## src/sv/ecal_pkg.sv

```systemverilog
// Package with shared constants, types and calendar helper functions.
package ecal_pkg;

  localparam int unsigned SecsW = 31;
  localparam int unsigned DaysW = 15;

  localparam logic [SecsW-1:0] SecsPerDay  = 31'd86400;
  localparam logic [SecsW-1:0] SecsPerHour = 31'd3600;
  localparam logic [SecsW-1:0] SecsPerMin  = 31'd60;
  localparam logic [SecsW-1:0] DaysPerWeek = 31'd7;
  localparam logic [SecsW-1:0] LeapYearLen = 31'd366;
  localparam logic [SecsW-1:0] YearLen     = 31'd365;

  localparam logic [3:0] DayShiftTop  = 4'd14;
  localparam logic [3:0] HourShiftTop = 4'd4;
  localparam logic [3:0] MinShiftTop  = 4'd5;
  localparam logic [3:0] WdayShiftTop = 4'd11;

  localparam logic [7:0] FirstYear   = 8'd70;
  localparam logic [2:0] EpochWday   = 3'd4;
  localparam logic [3:0] MonFeb      = 4'd1;
  localparam logic [3:0] MonDec      = 4'd11;

  typedef enum logic [2:0] {
    StIdle,
    StDay,
    StHour,
    StMin,
    StWday,
    StYear,
    StMon,
    StDone
  } state_e;

  // Gregorian leap rule for years 1900..2155 given as years since 1900.
  function automatic logic is_leap(input logic [7:0] yr);
    is_leap = (yr[1:0] == 2'd0) && (yr != 8'd0) && (yr != 8'd200);
  endfunction

  function automatic logic [4:0] month_len(input logic [3:0] mon, input logic leap);
    logic [4:0] len;
    case (mon)
      4'd0:    len = 5'd31;
      4'd1:    len = leap ? 5'd29 : 5'd28;
      4'd2:    len = 5'd31;
      4'd3:    len = 5'd30;
      4'd4:    len = 5'd31;
      4'd5:    len = 5'd30;
      4'd6:    len = 5'd31;
      4'd7:    len = 5'd31;
      4'd8:    len = 5'd30;
      4'd9:    len = 5'd31;
      4'd10:   len = 5'd30;
      default: len = 5'd31;
    endcase
    month_len = len;
  endfunction

endpackage

```

## src/sv/ecal_if.sv

```systemverilog
// Handshake interfaces for the timestamp input and the calendar result.
interface ecal_in_if;
  logic                       valid;
  logic                       ready;
  logic [ecal_pkg::SecsW-1:0] epoch_seconds;

  modport source (output valid, output epoch_seconds, input ready);
  modport sink (input valid, input epoch_seconds, output ready);
endinterface

interface ecal_out_if;
  logic       valid;
  logic       ready;
  logic [5:0] second_of_minute;
  logic [5:0] minute_of_hour;
  logic [4:0] hour_of_day;
  logic [2:0] weekday;
  logic [7:0] year_since_1900;
  logic [8:0] day_of_year;
  logic [3:0] month_index;
  logic [4:0] day_of_month;

  modport source (
    output valid, output second_of_minute, output minute_of_hour, output hour_of_day,
    output weekday, output year_since_1900, output day_of_year, output month_index,
    output day_of_month, input ready
  );
  modport sink (
    input valid, input second_of_minute, input minute_of_hour, input hour_of_day,
    input weekday, input year_since_1900, input day_of_year, input month_index,
    input day_of_month, output ready
  );
endinterface

```

## src/sv/epoch_seconds_to_utc_calendar.sv

```systemverilog
// Top level: converts seconds since the epoch into UTC calendar fields.
// One timestamp is converted at a time by a single shared compare-and-subtract
// unit under a small sequencer. A conversion loads the timestamp, splits off
// whole days, then the hour, the minute and the weekday, searches the year
// one elapsed year per step and the month one elapsed month per step, then
// holds the result until its transfer completes. The input is not ready
// from the transfer of a timestamp until the transfer of its result.
module epoch_seconds_to_utc_calendar (
  input  logic        clk_i,
  input  logic        rst_ni,
  ecal_in_if.sink     in_i,
  ecal_out_if.source  out_o
);
  import ecal_pkg::*;

  state_e           state_q, state_d;
  logic [SecsW-1:0] acc_q, acc_d;
  logic [DaysW-1:0] quo_q, quo_d;
  logic [DaysW-1:0] days_q, days_d;
  logic [3:0]       k_q, k_d;
  logic [5:0]       sec_q, sec_d;
  logic [5:0]       min_q, min_d;
  logic [4:0]       hour_q, hour_d;
  logic [2:0]       wday_q, wday_d;
  logic [7:0]       year_q, year_d;
  logic [8:0]       yday_q, yday_d;
  logic [3:0]       mon_q, mon_d;
  logic [4:0]       dom_q, dom_d;
  logic             leap_q, leap_d;

  logic [SecsW-1:0] operand;
  logic [SecsW:0]   diff;
  logic             ge;
  logic [SecsW-1:0] acc_sub;
  logic [DaysW-1:0] quo_next;
  logic             in_xfer;
  logic             out_xfer;

  assign in_xfer  = in_i.valid && in_i.ready;
  assign out_xfer = out_o.valid && out_o.ready;

  always_comb begin
    case (state_q)
      StDay:   operand = SecsPerDay << k_q;
      StHour:  operand = SecsPerHour << k_q;
      StMin:   operand = SecsPerMin << k_q;
      StWday:  operand = DaysPerWeek << k_q;
      StYear:  operand = is_leap(year_q) ? LeapYearLen : YearLen;
      StMon:   operand = {{(SecsW-5){1'b0}}, month_len(mon_q, leap_q)};
      default: operand = '0;
    endcase
  end

  assign diff     = {1'b0, acc_q} - {1'b0, operand};
  assign ge       = !diff[SecsW];
  assign acc_sub  = ge ? diff[SecsW-1:0] : acc_q;
  assign quo_next = {quo_q[DaysW-2:0], ge};

  always_comb begin
    state_d = state_q;
    case (state_q)
      StIdle:  if (in_xfer) state_d = StDay;
      StDay:   if (k_q == '0) state_d = StHour;
      StHour:  if (k_q == '0) state_d = StMin;
      StMin:   if (k_q == '0) state_d = StWday;
      StWday:  if (k_q == '0) state_d = StYear;
      StYear:  if (!ge) state_d = StMon;
      StMon:   if (!ge || mon_q == MonDec) state_d = StDone;
      StDone:  if (out_xfer) state_d = StIdle;
      default: state_d = StIdle;
    endcase
  end

  always_comb begin
    acc_d  = acc_q;
    quo_d  = quo_q;
    days_d = days_q;
    k_d    = k_q;
    sec_d  = sec_q;
    min_d  = min_q;
    hour_d = hour_q;
    wday_d = wday_q;
    year_d = year_q;
    yday_d = yday_q;
    mon_d  = mon_q;
    dom_d  = dom_q;
    leap_d = leap_q;
    case (state_q)
      StIdle: begin
        acc_d = in_i.epoch_seconds;
        quo_d = '0;
        k_d   = DayShiftTop;
      end
      StDay: begin
        acc_d = acc_sub;
        quo_d = quo_next;
        k_d   = k_q - 4'd1;
        if (k_q == '0) begin
          days_d = quo_next;
          k_d    = HourShiftTop;
        end
      end
      StHour: begin
        acc_d = acc_sub;
        quo_d = quo_next;
        k_d   = k_q - 4'd1;
        if (k_q == '0) begin
          hour_d = quo_next[4:0];
          k_d    = MinShiftTop;
        end
      end
      StMin: begin
        acc_d = acc_sub;
        quo_d = quo_next;
        k_d   = k_q - 4'd1;
        if (k_q == '0) begin
          min_d = quo_next[5:0];
          sec_d = acc_sub[5:0];
          acc_d = {{(SecsW-DaysW-1){1'b0}}, {1'b0, days_q} + {{DaysW-2{1'b0}}, EpochWday}};
          k_d   = WdayShiftTop;
        end
      end
      StWday: begin
        acc_d = acc_sub;
        k_d   = k_q - 4'd1;
        if (k_q == '0) begin
          wday_d = acc_sub[2:0];
          acc_d  = {{(SecsW-DaysW){1'b0}}, days_q};
          year_d = FirstYear;
        end
      end
      StYear: begin
        acc_d = acc_sub;
        if (ge) begin
          year_d = year_q + 8'd1;
        end else begin
          yday_d = acc_q[8:0];
          leap_d = is_leap(year_q);
          mon_d  = '0;
        end
      end
      StMon: begin
        if (ge && mon_q != MonDec) begin
          acc_d = acc_sub;
          mon_d = mon_q + 4'd1;
        end else begin
          dom_d = acc_q[4:0] + 5'd1;
        end
      end
      default: ;
    endcase
  end

  always_ff @(posedge clk_i or negedge rst_ni) begin
    if (!rst_ni) begin
      state_q <= StIdle;
    end else begin
      state_q <= state_d;
    end
  end

  always_ff @(posedge clk_i) begin
    acc_q  <= acc_d;
    quo_q  <= quo_d;
    days_q <= days_d;
    k_q    <= k_d;
    sec_q  <= sec_d;
    min_q  <= min_d;
    hour_q <= hour_d;
    wday_q <= wday_d;
    year_q <= year_d;
    yday_q <= yday_d;
    mon_q  <= mon_d;
    dom_q  <= dom_d;
    leap_q <= leap_d;
  end

  assign in_i.ready             = (state_q == StIdle);
  assign out_o.valid            = (state_q == StDone);
  assign out_o.second_of_minute = sec_q;
  assign out_o.minute_of_hour   = min_q;
  assign out_o.hour_of_day      = hour_q;
  assign out_o.weekday          = wday_q;
  assign out_o.year_since_1900  = year_q;
  assign out_o.day_of_year      = yday_q;
  assign out_o.month_index      = mon_q;
  assign out_o.day_of_month     = dom_q;

`ifndef NO_ASSERTIONS
  a_no_overlap: assert property (@(posedge clk_i) disable iff (!rst_ni)
    out_o.valid |-> !in_i.ready)
    else $error("Input is ready while a result is pending.");

  a_accept_busy: assert property (@(posedge clk_i) disable iff (!rst_ni)
    in_xfer |=> (!out_o.valid && !in_i.ready))
    else $error("Block did not start a conversion after an input transfer.");

  a_month_range: assert property (@(posedge clk_i) disable iff (!rst_ni)
    (state_q == StMon) |-> (mon_q <= MonDec))
    else $error("Month search ran past December.");

  a_result_sane: assert property (@(posedge clk_i) disable iff (!rst_ni)
    out_o.valid |-> (out_o.day_of_month != 5'd0 && out_o.weekday != 3'd7
                     && out_o.hour_of_day < 5'd24))
    else $error("Result holds an impossible calendar field.");
`endif

endmodule
```

## src/flat_wrapper.sv

```systemverilog
// flat-port wrapper written by rule: the top's interface ports become plain ports
module epoch_seconds_to_utc_calendar_flat import ecal_pkg::*;
  (clk_i, rst_ni, in_i_valid, in_i_epoch_seconds, in_i_ready, out_o_valid, out_o_second_of_minute, out_o_minute_of_hour, out_o_hour_of_day, out_o_weekday, out_o_year_since_1900, out_o_day_of_year, out_o_month_index, out_o_day_of_month, out_o_ready);
  ecal_in_if in_i_i ();
  ecal_out_if out_o_i ();
  input  logic clk_i;
  input  logic rst_ni;
  input wire logic [$bits(in_i_i.valid)-1:0] in_i_valid;
  input wire logic [$bits(in_i_i.epoch_seconds)-1:0] in_i_epoch_seconds;
  output wire logic [$bits(in_i_i.ready)-1:0] in_i_ready;
  output wire logic [$bits(out_o_i.valid)-1:0] out_o_valid;
  output wire logic [$bits(out_o_i.second_of_minute)-1:0] out_o_second_of_minute;
  output wire logic [$bits(out_o_i.minute_of_hour)-1:0] out_o_minute_of_hour;
  output wire logic [$bits(out_o_i.hour_of_day)-1:0] out_o_hour_of_day;
  output wire logic [$bits(out_o_i.weekday)-1:0] out_o_weekday;
  output wire logic [$bits(out_o_i.year_since_1900)-1:0] out_o_year_since_1900;
  output wire logic [$bits(out_o_i.day_of_year)-1:0] out_o_day_of_year;
  output wire logic [$bits(out_o_i.month_index)-1:0] out_o_month_index;
  output wire logic [$bits(out_o_i.day_of_month)-1:0] out_o_day_of_month;
  input wire logic [$bits(out_o_i.ready)-1:0] out_o_ready;
  assign in_i_i.valid = in_i_valid;
  assign in_i_i.epoch_seconds = in_i_epoch_seconds;
  assign in_i_ready = in_i_i.ready;
  assign out_o_valid = out_o_i.valid;
  assign out_o_second_of_minute = out_o_i.second_of_minute;
  assign out_o_minute_of_hour = out_o_i.minute_of_hour;
  assign out_o_hour_of_day = out_o_i.hour_of_day;
  assign out_o_weekday = out_o_i.weekday;
  assign out_o_year_since_1900 = out_o_i.year_since_1900;
  assign out_o_day_of_year = out_o_i.day_of_year;
  assign out_o_month_index = out_o_i.month_index;
  assign out_o_day_of_month = out_o_i.day_of_month;
  assign out_o_i.ready = out_o_ready;
  epoch_seconds_to_utc_calendar u_core (.clk_i(clk_i), .rst_ni(rst_ni), .in_i(in_i_i), .out_o(out_o_i));
endmodule
```

## config.mk

```make
export PLATFORM = sky130hd
export DESIGN_NAME = epoch_seconds_to_utc_calendar_flat
export DESIGN_NICKNAME = d
export VERILOG_FILES = /design/src/sv/ecal_pkg.sv /design/src/sv/ecal_if.sv /design/src/sv/epoch_seconds_to_utc_calendar.sv /design/src/flat_wrapper.sv
export SDC_FILE = /design/constraint.sdc
export NUM_CORES = 1
export LEC_CHECK = 0
export BUFFER_PORTS_ARGS = -buffer_cell sky130_fd_sc_hd__buf_2
export CAP_MARGIN = 5
export CORE_ASPECT_RATIO = 0.6
export CORE_MARGIN = 2
export CORE_UTILIZATION = 47
export DETAILED_ROUTE_END_ITERATION = 10
export GPL_ROUTABILITY_DRIVEN = 0
export PLACE_DENSITY = 0.7
export SLEW_MARGIN = 10
export SYNTH_ARGS = -nofsm -noshare
export SYNTH_HDL_FRONTEND = slang
export SYNTH_SLANG_ARGS = --single-unit
```

## constraint.sdc

```tcl
create_clock -name clk_i -period 5.95 [get_ports clk_i]
set_input_delay 1.4875 -clock clk_i [delete_from_list [all_inputs] [get_ports clk_i]]
set_output_delay 1.4875 -clock clk_i [all_outputs]
set_load 0.01 [all_outputs]
```

==> results.toml <==
[synth]
synth_fp_nets = 1015
synth_edf_count = 111
synth-seq-area-share = 0.403
ys_dominant_reg_cell = "edfxtp_1"
ys_ff_latch = 114
yosys_warnings = 0
synth_top_family_by_area = "compound AO/OA/AOI/OAI gates"
synth_top_area_frac = 0.394
synthAdderAreaFrac = 0.0645
synth_top_cell_by_area = "edfxtp_1"
synthMuxAreaShare = 0.0104
syn_inst = 937
syn-cell-area_mm2 = 0.00846
yosys.area_share.simple = 0.195
synth_area_per_cell_um2 = 9.03
synthXorXnorAreaFrac = 0.0435
synth.area.top_cells = "edfxtp_1 39%, ha_1 6.2%, nand2_1 4.2%, a21oi_1 4.2%, nor2_1 3.8%"
ys_types = 81
async_reset_ff_frac = 0.0263
synth_compound_area_frac = 0.242

[critical_path]
r2r_cells = 15
end_kind = "flip-flop"
regToRegSetupSlack_ns = 0.56
r2r_end = "u_core.acc_q[30]"
cp-start-kind = "flip-flop"
crit_arrival_ns = 5.53
cp.required_ns = 6.09
timing.rr.start = "u_core.state_q[0]"
cp_max_fo = 28
path_class = "flip-flop to flip-flop"

[global_routing]
grt_pass1_wl_mm = 43.0
first_global_vias = 7387
antenna_found_initial = 0
grtUsageTotal = 0.296
grt_max_degree = 30
grt-ovfl-total = 0

[sta]
skew_ns = 0.00735
rsz0062_at_grt = "no"
finalSetupViolCount = 0
tightest_slew_ns = 1.11
slew_headroom = 0.257
hold_viol_final = 0
totalNegativeSetupSlack_ns = 0
fmax_ghz = 0.185
min_period_ns = 5.39
finalCritPeriodShare = 0.906
hold-worst-slack_ns = 0.431
final_max_slew_viol_count = 0

[cells_and_area]
final_common_cell = "edfxtp_1"
final_cells = 1258
layout-drive-gt1-share = 0.160
final_cell_mix = "111 x edfxtp_1, 95 x nand2_1, 85 x nor2_1"
n_fill_cell = 1575
antenna_cells = 0
syn_to_final_growth_pct = 15.1
finalNetCount = 1090

[die]
rows = 37
die_x_um = 177
floorplan.die_area_mm2 = 0.0191
io_pins = 83
core_mm2 = 0.0174
initial_core_util = 0.487
die_h_um = 108

[clock_tree]
cts_hold_buf = 0
post-cts-setup-buffers = 0
clk_pin_slew_ns = 0.06
ctsRootBufferMaster = "clkbuf_16"
worstSkewPairLatency_ns = 0.42
h-tree-depth = 4
clock_path_buffers = 2
cts.sinks = 114
cts_tree = "built"
postCtsResizedCells = 0
cts_buffers = 17

[drt]
antenna_left = 0
drt_pass1_iterations = 8
drc = 0
detail_route.iter0.violations = 1736
routedWlPerCell_um = 22.2
via_per_inst = 6.56
drt-total-wl_mm = 28.0
vias = 8252

[hold_path]
hold_path_depth = 0
worstHoldStart = "u_core.quo_q[13]"
hold_path_end = "u_core.days_q[14]"
min_path_type = "flip-flop to flip-flop"

[placement]
place_hpwl_mm = 20.6
port_buffers = 82
placed_cells = 1227

[run_status]
outcome = "complete, no violations"

[job]
cap_violations = 0
## routing by layer
| metal | global-route usage | part of all wire | up-vias |
|---|---|---|---|
| met2 | 0.369 | 0.37 | 628 |
| met5 | 0 | 0 | - |
| li1 | - | - | 3724 |
| met1 | 0.463 | 0.46 | 3843 |
| met3 | 0.122 | 0.16 | 57 |
| met4 | 0.0596 | 0.014 | 0 |
## critical path, stage by stage, from the launching register on
cell	delay [ns]
dfrtp_1	0.96
inv_1	0.30
nand2_1	0.16
buf_4	0.26
nand2_1	0.29
o21ai_0	0.16
nand2_1	0.10
ha_1	0.35
a211oi_1	0.35
o211ai_1	0.22
a21boi_0	0.54
nor3_1	0.21
o2111ai_1	0.32
nand2_1	0.16
o311ai_0	0.52
o221ai_1	0.19
## worst max path at each step
stage | slack [ns] | startpoint | cells past startpoint | end
3_5_place_dp | 0.89 | u_core.state_q[0] | 15 | u_core.acc_q[30]
6_report | 0.56 | u_core.state_q[0] | 15 | u_core.acc_q[30]
4_1_cts | 0.86 | u_core.state_q[0] | 15 | u_core.acc_q[30]
2_1_floorplan | 0.46 | u_core.out_o.month_index[0] | 14 | u_core.acc_q[0]
5_1_grt | 0.31 | u_core.state_q[0] | 15 | u_core.acc_q[30]
3_3_place_gp | 0.93 | u_core.state_q[0] | 15 | u_core.acc_q[30]
## state kept, by name, indices dropped and copies added, names as in the netlist
| register | count |
|---|---|
| u_core.out_o.month_index | 4 |
| u_core.acc_q | 31 |
| u_core.out_o.minute_of_hour | 6 |
| u_core.out_o.day_of_month | 5 |
| u_core.state_q | 3 |
| u_core.out_o.weekday | 3 |
| u_core.k_q | 4 |
| u_core.out_o.day_of_year | 9 |
| u_core.quo_q | 14 |
| u_core.out_o.hour_of_day | 5 |
| u_core.leap_q | 1 |
| u_core.out_o.year_since_1900 | 8 |
| u_core.out_o.second_of_minute | 6 |
| u_core.days_q | 15 |
## Yosys cell counts (all sizes together), types with 11 or more instances
library cell  instances
edfxtp              111
nand2                95
nor2                 86
a21oi                72
o21ai                63
nand3                45
ha                   42
clkbuf               34
nor3                 31
inv                  29
o211ai               26
and3                 25
xor2                 23
buf                  20
xnor2                19
a31oi                15
o31ai                13
a21o                 11
and2                 11
## metrics by stage
step                utilization  setup WS, ns  instance area [um2]
finish                    0.561         0.559                 9740
global route              0.561         0.313                 9740
CTS                       0.561         0.856                 9740
detailed placement        0.527         0.892                 9150
global placement          0.527         0.928                 9150
floorplan                     -         0.460                 8460
## cells by family after synthesis
kind of cell / after synthesis
compound gates: 301
xor+xnor: 42
fa+ha+maj: 43
buf+inv: 85
flops: 114
mux: 8
simple gates: 344
## area by class of cell
type | instances | area, um2 | area share
Multi-Input combinational cell | 738 | 4710 | 0.484
Sequential cell | 114 | 3410 | 0.350
Inverter | 31 | 116 | 0.0120
Tap cell | 234 | 293 | 0.0301
Timing Repair Buffer | 110 | 621 | 0.0637
Clock buffer | 17 | 425 | 0.0437
Clock inverter | 14 | 164 | 0.0168
Power is not shown: default switching activity piles up to over one toggle a cycle in this logic, so the estimate is an artifact.
